--- config.mk ---
export PLATFORM = sky130hd
export DESIGN_NAME = complementary_filter_roll_pitch
export DESIGN_NICKNAME = d
export VERILOG_FILES = /design/src/hdl/cfr_pkg.sv /design/src/hdl/cfr_cordic.sv /design/src/hdl/complementary_filter_roll_pitch.sv
export SDC_FILE = /design/constraint.sdc
export NUM_CORES = 2
export LEC_CHECK = 0
export BUFFER_PORTS_ARGS = -buffer_cell sky130_fd_sc_hd__clkbuf_2
export CAP_MARGIN = 20
export CORE_UTILIZATION = 45
export DETAILED_ROUTE_END_ITERATION = 8
export GPL_TIMING_DRIVEN = 0
export PLACE_DENSITY = 0.67
export SETUP_SLACK_MARGIN = 0.05
export SLEW_MARGIN = 40
export SYNTH_ARGS = -nofsm -noshare
export SYNTH_HDL_FRONTEND = slang
export SYNTH_SLANG_ARGS = --single-unit
export TNS_END_PERCENT = 100
--- constraint.sdc ---
create_clock -name clk -period 10.05 [get_ports clk]
set_clock_uncertainty 0.15 [all_clocks]
set_input_delay 0.5025 -clock clk [delete_from_list [all_inputs] [get_ports clk]]
set_output_delay 0.5025 -clock clk [all_outputs]
set_load 0.005 [all_outputs]
--- src/hdl/cfr_pkg.sv ---
package cfr_pkg;

  localparam int CORDIC_STEPS    = 16;
  localparam int ANGLE_FRAC_BITS = 18;

  localparam int ANG_W     = 24;
  localparam int OPND_W    = 17;
  localparam int XY_W      = OPND_W + 10;
  localparam int TAB_LEN   = 24;
  localparam int TAB_FRAC  = 30;
  localparam int TAB_IDX_W = $clog2(TAB_LEN);
  localparam int ITER_W    = $clog2(CORDIC_STEPS);

  localparam longint ATAN_TAB [TAB_LEN] = '{
    843314856, 497837829, 263043836, 133525158, 67021686, 33543515,
    16775850, 8388437, 4194282, 2097149, 1048575, 524287,
    262143, 131071, 65535, 32767, 16383, 8191,
    4095, 2047, 1023, 511, 255, 127
  };
  localparam longint HALF_PI_TAB = 1686629713;

  localparam logic [15:0] GYRO_WEIGHT_RESET     = 16'd64881;
  localparam logic [15:0] GYRO_STEP_SCALE_RESET = 16'd9152;

  typedef logic signed [ANG_W-1:0] angle_t;
  typedef logic signed [XY_W-1:0]  xy_t;

  localparam angle_t ANG_MAX = angle_t'(24'h7fffff);
  localparam angle_t ANG_MIN = angle_t'(24'h800000);

  typedef struct packed {
    logic signed [15:0] accel_x;
    logic signed [15:0] accel_y;
    logic signed [15:0] accel_z;
    logic signed [15:0] rate_x;
    logic signed [15:0] rate_y;
  } sample_t;

  typedef struct packed {
    angle_t roll_out;
    angle_t pitch_out;
  } result_t;

  typedef struct packed {
    logic busy;
    logic done;
  } cordic_stat_t;

  typedef enum logic [0:0] {
    REG_GYRO_WEIGHT,
    REG_GYRO_STEP_SCALE
  } cfg_reg_t;

  typedef enum logic [3:0] {
    ST_IDLE,
    ST_ROLL_ATAN,
    ST_MUL_RATE,
    ST_DIFF,
    ST_MUL_HI,
    ST_MUL_LO,
    ST_ACC,
    ST_ROUND,
    ST_PITCH_ATAN
  } state_t;

  // Rounds a table entry half up to the angle format.
  function automatic angle_t tab_to_angle(input longint t);
    longint r;
    r = (t + (longint'(1) <<< (TAB_FRAC - 1 - ANGLE_FRAC_BITS)))
        >>> (TAB_FRAC - ANGLE_FRAC_BITS);
    return angle_t'(r);
  endfunction

endpackage

--- src/hdl/cfr_cordic.sv ---
module cfr_cordic (
  input  logic                                clk,
  input  logic                                rst,
  input  logic                                start,
  input  logic signed [cfr_pkg::OPND_W-1:0]   num,
  input  logic signed [cfr_pkg::OPND_W-1:0]   den,
  output cfr_pkg::cordic_stat_t               stat,
  output cfr_pkg::angle_t                     angle
);
  import cfr_pkg::*;

  localparam logic [ITER_W-1:0] LAST_ITER = ITER_W'(CORDIC_STEPS - 1);
  localparam angle_t HALF_PI = tab_to_angle(HALF_PI_TAB);

  xy_t               x;
  xy_t               y;
  angle_t            z;
  logic [ITER_W-1:0] iter;
  logic              zero;
  logic              busy;
  logic              done;

  xy_t    x0;
  xy_t    y0;
  xy_t    x_load;
  xy_t    y_load;
  angle_t z_load;
  xy_t    dx;
  xy_t    dy;
  angle_t step_ang;

  always_comb begin
    x0 = xy_t'(den) <<< 8;
    y0 = xy_t'(num) <<< 8;
    x_load = x0;
    y_load = y0;
    z_load = '0;
    if (x0 < 0) begin
      if (y0 >= 0) begin
        x_load = y0;
        y_load = -x0;
        z_load = HALF_PI;
      end else begin
        x_load = -y0;
        y_load = x0;
        z_load = -HALF_PI;
      end
    end
    dx = y >>> iter;
    dy = x >>> iter;
    step_ang = tab_to_angle(ATAN_TAB[TAB_IDX_W'(iter)]);
  end

  always_ff @(posedge clk) begin
    if (rst) begin
      busy <= 1'b0;
      done <= 1'b0;
    end else begin
      done <= 1'b0;
      if (start) begin
        busy <= 1'b1;
      end else if (busy && iter == LAST_ITER) begin
        busy <= 1'b0;
        done <= 1'b1;
      end
    end
  end

  always_ff @(posedge clk) begin
    if (start) begin
      x    <= x_load;
      y    <= y_load;
      z    <= z_load;
      iter <= '0;
      zero <= (num == '0) && (den == '0);
    end else if (busy) begin
      if (y >= 0) begin
        x <= x + dx;
        y <= y - dy;
        z <= z + step_ang;
      end else begin
        x <= x - dx;
        y <= y + dy;
        z <= z - step_ang;
      end
      iter <= iter + 1'b1;
    end
  end

  assign stat.busy = busy;
  assign stat.done = done;
  assign angle     = zero ? '0 : z;

endmodule

--- src/hdl/complementary_filter_roll_pitch.sv ---
// Complementary roll and pitch filter for a raw IMU stream.
// A sample beat carries three accelerometer axes and the X and Y gyro rates.
// For each sample the block computes the accelerometer tilt angles with one
// iterative CORDIC unit, advances the stored roll and pitch by the gyro
// rates, blends the two estimates and returns one result beat with the new
// angles in radians with 18 fractional bits, saturated to 24 bits.
// A new sample is taken only once the previous one has been processed and
// its result loaded into the output register. Each sample takes two CORDIC
// runs of 16 iterations each plus one pass through the shared multiplier
// for each angle; the roll blend overlaps the pitch CORDIC run.
// The configuration channel writes the gyro weight and the gyro step scale;
// it is always ready and should be used only while the block is idle.
// Reset clears both stored angles, loads the default weight and step scale,
// and empties the result register. If the receiver stalls, the finished
// result waits in the output register, and one further sample is accepted
// and processed; it then holds until the output register is free.
module complementary_filter_roll_pitch (
  input  logic                 clk,
  input  logic                 rst,
  input  logic                 sample_valid,
  output logic                 sample_ready,
  input  cfr_pkg::sample_t     sample,
  output logic                 result_valid,
  input  logic                 result_ready,
  output cfr_pkg::result_t     result,
  input  logic                 cfg_valid,
  output logic                 cfg_ready,
  input  cfr_pkg::cfg_reg_t    cfg_index,
  input  logic [15:0]          cfg_data
);
  import cfr_pkg::*;

  localparam int UP_SHIFT  = 32 - ANGLE_FRAC_BITS;
  localparam int RND_SHIFT = 48 - ANGLE_FRAC_BITS;
  localparam int DIFF_W    = ANG_W + 2 + UP_SHIFT;
  localparam int MA_W      = DIFF_W - 16;
  localparam int PROD_W    = MA_W + 17;
  localparam int SUM_W     = DIFF_W + 18;
  localparam int RQ_W      = SUM_W - RND_SHIFT;

  localparam logic signed [SUM_W-1:0] RND_HALF = SUM_W'(1) <<< (RND_SHIFT - 1);
  localparam logic signed [RQ_W-1:0]  RQ_MAX   = RQ_W'(ANG_MAX);
  localparam logic signed [RQ_W-1:0]  RQ_MIN   = RQ_W'(ANG_MIN);

  state_t state;
  state_t state_next;

  logic [15:0] gyro_weight;
  logic [15:0] gyro_step_scale;

  sample_t                   smp;
  logic                      axis;
  angle_t                    roll_angle;
  angle_t                    pitch_angle;
  angle_t                    acc;
  logic signed [PROD_W-1:0]  prod;
  logic signed [DIFF_W-1:0]  diff;
  logic signed [SUM_W-1:0]   sum;

  logic                      accept;
  logic                      out_free;
  logic                      cstart;
  logic signed [OPND_W-1:0]  cnum;
  logic signed [OPND_W-1:0]  cden;
  cordic_stat_t              cstat;
  angle_t                    cangle;

  logic signed [MA_W-1:0]    mul_a;
  logic signed [16:0]        mul_b;
  angle_t                    cur_angle;
  logic signed [15:0]        cur_rate;
  logic signed [ANG_W:0]     ang_diff;
  logic signed [SUM_W-1:0]   rsum;
  logic signed [RQ_W-1:0]    rq;
  angle_t                    sat;

  cfr_cordic u_cordic (
    .clk   (clk),
    .rst   (rst),
    .start (cstart),
    .num   (cnum),
    .den   (cden),
    .stat  (cstat),
    .angle (cangle)
  );

  assign cfg_ready = 1'b1;

  always_ff @(posedge clk) begin
    if (rst) begin
      gyro_weight     <= GYRO_WEIGHT_RESET;
      gyro_step_scale <= GYRO_STEP_SCALE_RESET;
    end else if (cfg_valid) begin
      unique case (cfg_index)
        REG_GYRO_WEIGHT:     gyro_weight     <= cfg_data;
        REG_GYRO_STEP_SCALE: gyro_step_scale <= cfg_data;
        default: ;
      endcase
    end
  end

  always_comb begin
    accept    = (state == ST_IDLE) && sample_valid;
    out_free  = !result_valid || result_ready;
    cur_angle = axis ? pitch_angle : roll_angle;
    cur_rate  = axis ? smp.rate_y : smp.rate_x;
    ang_diff  = (ANG_W + 1)'(cur_angle) - (ANG_W + 1)'(acc);
    rsum      = sum + RND_HALF;
    rq        = rsum[SUM_W-1:RND_SHIFT];
    if (rq > RQ_MAX) begin
      sat = ANG_MAX;
    end else if (rq < RQ_MIN) begin
      sat = ANG_MIN;
    end else begin
      sat = angle_t'(rq);
    end
  end

  always_comb begin
    state_next   = state;
    sample_ready = 1'b0;
    cstart       = 1'b0;
    cnum         = -OPND_W'(smp.accel_x);
    cden         = OPND_W'(smp.accel_z);
    mul_a        = MA_W'(cur_rate);
    mul_b        = $signed({1'b0, gyro_step_scale});
    unique case (state)
      ST_IDLE: begin
        sample_ready = 1'b1;
        cnum         = OPND_W'(sample.accel_y);
        cden         = OPND_W'(sample.accel_z);
        if (sample_valid) begin
          cstart     = 1'b1;
          state_next = ST_ROLL_ATAN;
        end
      end
      ST_ROLL_ATAN: begin
        if (cstat.done) begin
          cstart     = 1'b1;
          state_next = ST_MUL_RATE;
        end
      end
      ST_MUL_RATE: state_next = ST_DIFF;
      ST_DIFF:     state_next = ST_MUL_HI;
      ST_MUL_HI: begin
        mul_a      = diff[DIFF_W-1:16];
        mul_b      = $signed({1'b0, gyro_weight});
        state_next = ST_MUL_LO;
      end
      ST_MUL_LO: begin
        mul_a      = $signed({{(MA_W - 16){1'b0}}, diff[15:0]});
        mul_b      = $signed({1'b0, gyro_weight});
        state_next = ST_ACC;
      end
      ST_ACC: state_next = ST_ROUND;
      ST_ROUND: begin
        if (!axis) begin
          state_next = ST_PITCH_ATAN;
        end else if (out_free) begin
          state_next = ST_IDLE;
        end
      end
      ST_PITCH_ATAN: begin
        if (cstat.done) begin
          state_next = ST_MUL_RATE;
        end
      end
      default: state_next = ST_IDLE;
    endcase
  end

  always_ff @(posedge clk) begin
    if (rst) begin
      state <= ST_IDLE;
    end else begin
      state <= state_next;
    end
  end

  always_ff @(posedge clk) begin
    if (rst) begin
      axis         <= 1'b0;
      roll_angle   <= '0;
      pitch_angle  <= '0;
      result_valid <= 1'b0;
    end else begin
      if (state == ST_ROUND && axis && out_free) begin
        result_valid <= 1'b1;
      end else if (result_valid && result_ready) begin
        result_valid <= 1'b0;
      end
      if (accept) begin
        axis <= 1'b0;
      end
      if (state == ST_PITCH_ATAN && cstat.done) begin
        axis <= 1'b1;
      end
      if (state == ST_ROUND) begin
        if (!axis) begin
          roll_angle <= sat;
        end else if (out_free) begin
          pitch_angle      <= sat;
          result.roll_out  <= roll_angle;
          result.pitch_out <= sat;
        end
      end
    end
  end

  always_ff @(posedge clk) begin
    if (accept) begin
      smp <= sample;
    end
    if ((state == ST_ROLL_ATAN || state == ST_PITCH_ATAN) && cstat.done) begin
      acc <= cangle;
    end
    prod <= mul_a * mul_b;
    unique case (state)
      ST_DIFF: begin
        diff <= (DIFF_W'(ang_diff) <<< UP_SHIFT) + $signed(prod[DIFF_W-1:0]);
        sum  <= SUM_W'(acc) <<< RND_SHIFT;
      end
      ST_MUL_LO: sum <= sum + (SUM_W'(prod) <<< 16);
      ST_ACC:    sum <= sum + SUM_W'(prod);
      default: ;
    endcase
  end

  a_done_in_wait: assert property (@(posedge clk) disable iff (rst)
    cstat.done |-> (state == ST_ROLL_ATAN || state == ST_PITCH_ATAN))
    else $error("CORDIC finished outside a wait state.");

  a_accept_starts: assert property (@(posedge clk) disable iff (rst)
    (sample_valid && sample_ready) |=> cstat.busy)
    else $error("Accepted sample did not start the CORDIC unit.");

  a_roll_overlap: assert property (@(posedge clk) disable iff (rst)
    (state == ST_MUL_RATE && !axis) |-> cstat.busy)
    else $error("Pitch CORDIC run not active during the roll blend.");

  a_result_source: assert property (@(posedge clk) disable iff (rst)
    $rose(result_valid) |-> $past(state == ST_ROUND && axis))
    else $error("Result raised outside the final pitch rounding step.");

endmodule

==> qor.csv <==
metric;value;unit
synth.largest_area_cell;edfxtp_1;
stdcell_count;6993;
dr_wl_met2;71790;um
reg2regPathDepth;28;
outcome;complete, no violations;
finalPower;18.93;mW
synth_edf_count;313;
grt_pass1_vias;40419;
regToRegEndpoint;prod[40];
worstMarginPinSlew;932.4;ps
synth_area_leaders;edfxtp_1 (20%), fa_1 (16%), ha_1 (8.9%);
cp_slowest_cell;mux2i_1;
max_cap_viol_count;0;
core_area;0.1051;mm2
start_kind;flop;
power_density;355.2;mW/mm2
async_reset_ff_frac;0;
drive_gt1_frac;0.08925;
dieArea;0.1073;mm2
fillCellCount;9900;
synth_ff_type;edfxtp_1;
vias_per_cell;5.790;
die_h;327.6;um
r2r_start;state[2];
boundaryPins;153;
path_max_fanout;10;
ys_seq_elements;446;
utilization;0.5068;
worstPathArrival;10050;ps
cts-root-buf;clkbuf_16;
track_usage;0.2890;
die_x;327.6;um
top_layer;met5;
hold_class;input port to flop;
routedWlPerCell;22.14;um
wl_met3;11310;um
regToRegSetupSlack;320;ps
gp_congestion;0.9896;
grt_pass1_wl;238100;um
synth.distinct_cells;92;
fmax;0.1028;GHz
clock-sinks;446;
path_class;flop to flop;
num-nets-final;6381;
setup_viol;0;
globalRoute.totalOverflow;0;
row_count;119;
yosysSeqAreaShare;0.2529;
timing.final.ws_setup;323.2;ps
postCtsSetupBuffers;0;
antenna_found_initial;2;
cp-end-kind;flop;
grt_max_degree;34;
ys_warn_count;0;
drtPass1Iterations;6;
clockBufferDepth;3;
start_util;0.4537;
hold_end;result_valid;
clk_pin_slew;60;ps
crit_top_cell;fa_1;
synth_area;0.04769;mm2
rsz0062_at_grt;no;
syn_area_per_cell;9.083;um2
wl_met1;62990;um
place_inst;6812;
fin_crit_sh;0.9678;
fin_crit;9727;ps
synth_top_area_frac;0.1971;
crit_path_max_incr_delay;710;ps
drt_iter0_markers;3518;
p_leak;23.13;nW
slew_headroom;0.3784;
synth_fp_nets;6075;
diodes;0;
hold_depth;4;
worstHoldStart;result_ready;
cts_buffers;54;
hold_viol_final;0;
cts_tree;yes;
insertion_delay;660;ps
dp_slack;-502.3;ps
drc;0;
routed_wl;154800;um
synthCells;5251;
vias;40492;
ant_nets;0;
portBuffers;150;
htree_levels;2;
dp_hpwl;124700;um
peakVddDrop;389.0;uV
report.final.slew_viol_count;0;
worst_ep_required_time;10370;ps
syn_to_final_growth;11.70;%
-- area by class of cell --
type,instances,area (um2),area share
Timing Repair Buffer,251,1747,0.03279
Clock inverter,37,410.4,0.007703
Clock buffer,64,1484,0.02785
Inverter,617,2316,0.04347
Multi-Input combinational cell,3965,32600,0.6119
Sequential cell,446,12060,0.2264
Buffer,222,918.4,0.01724
Tap cell,1391,1740,0.03267
-- report_power, final --
group | internal [mW] | total, mW | switching [mW] | leakage, nW
registers | 2.58 | 3.10 | 0.512 | 4.06
logic | 5.84 | 13.7 | 7.91 | 18.2
clock network | 1.20 | 2.08 | 0.877 | 0.912
-- state kept, by name (all words and copies together), names as in the netlist --
signal / flops
acc: 24
axis: 1
diff: 40
gyro_step_scale: 16
gyro_weight: 16
pitch_angle: 24
prod: 41
result: 48
result_valid: 1
roll_angle: 24
smp: 64
state: 4
sum: 58
u_cordic.busy: 1
u_cordic.done: 1
u_cordic.iter: 4
u_cordic.x: 27
u_cordic.y: 27
u_cordic.z: 24
u_cordic.zero: 1
-- cell families (layout without fill, tap and decap cells) --
logic type	Yosys count	count (layout)	share of synthesized area
AOI/OAI and AO/OA	1161	1161	0.1536
DFF	446	446	0.2529
adders and majority gates	722	722	0.2498
muxes	220	220	0.06453
other	1	1	0.00007863
and+or+nand+nor	1487	1487	0.1429
xor gates and xnor gates	374	374	0.06868
buffers and inverters	840	1191	0.06745
-- metrics by stage --
step	hold WS [ps]	area (um2)	TNS, ps
CTS	112.4	53240	0
global placement	291.8	50190	-989.4
floorplan	277.0	47690	0
detailed placement	295.9	50510	-689.8
global route	154.7	53280	0
finish	150.6	53280	0
-- worst max-delay path, delay by kind of cell (launching register included) --
family | cells | cell delay, ps
adder cells (fa/ha/maj) | 7 | 3440
AO/OA/AOI/OAI | 8 | 1900
buffers and inverters | 7 | 1560
AND/OR/NAND/NOR | 4 | 880
multiplexers | 1 | 710
XOR/XNOR | 1 | 510
flip-flops | 1 | 350
-- per-layer routing --
metal	track usage	up-vias
met1	0.3712	19740
li1	-	18669
met2	0.4753	1689
met5	0	-
met4	0.1421	2
met3	0.04299	392
-- worst max path at each step --
stage,start,endpoint,slack (ps),cells after the start
after floorplan,state[2],prod[40],2080,29
after global placement,state[2],prod[40],-600,29
after detailed placement,state[2],prod[40],-500,29
after CTS,state[2],prod[40],130,29
after global routing,state[2],prod[40],40,28
final,state[2],prod[40],320,28
-- cells in the final DEF (no fill, tap or decap), drive strengths merged, types with 14 or more instances in the layout --
cell / instances
o21a: 64
mux2i: 93
a22oi: 17
nand4: 31
nor2: 442
a21o: 121
ha: 338
nand2b: 61
a31oi: 36
and3: 46
nand3b: 20
o22ai: 19
fa: 384
a21oi: 348
o31ai: 25
nand3: 73
and2: 27
o211ai: 27
mux4: 61
or2: 14
xor2: 141
dlygate4sd3: 80
clkbuf: 384
nand2: 545
a211oi: 103
buf: 73
inv: 624
edfxtp: 313
o21bai: 38
xnor2: 233
o21ai: 249
nor2b: 101
mux2: 66
or3: 24
clkinv: 19
dfxtp: 133
nor3: 60
-- Yosys cell counts (14+ instances only) --
master / instances
a211oi_1: 103
a21o_1: 121
a21oi_1: 348
a22oi_1: 16
a31oi_1: 36
and2_1: 26
and3_1: 46
buf_1: 28
buf_2: 18
clkbuf_1: 171
dfxtp_1: 133
edfxtp_1: 313
fa_1: 384
ha_1: 338
inv_1: 614
mux2_2: 66
mux2i_1: 93
mux4_2: 53
nand2_1: 545
nand2b_1: 59
nand3_1: 73
nand3b_1: 20
nand4_1: 31
nor2_1: 441
nor2b_1: 101
nor3_1: 60
o211ai_1: 27
o21a_1: 64
o21ai_0: 238
o21bai_1: 38
o22ai_1: 19
o31ai_1: 25
or2_2: 14
or3_1: 23
xnor2_1: 233
xor2_1: 141
-- what timing repair did --
action / in CTS / in global routing
resized for setup: 13 / 16
hold buffers: 80 / 0
setup endpoints to repair: 3 / 3
endpoints found under the hold margin: 96 / 0
Note: power is estimated with default switching activity, not from simulation.
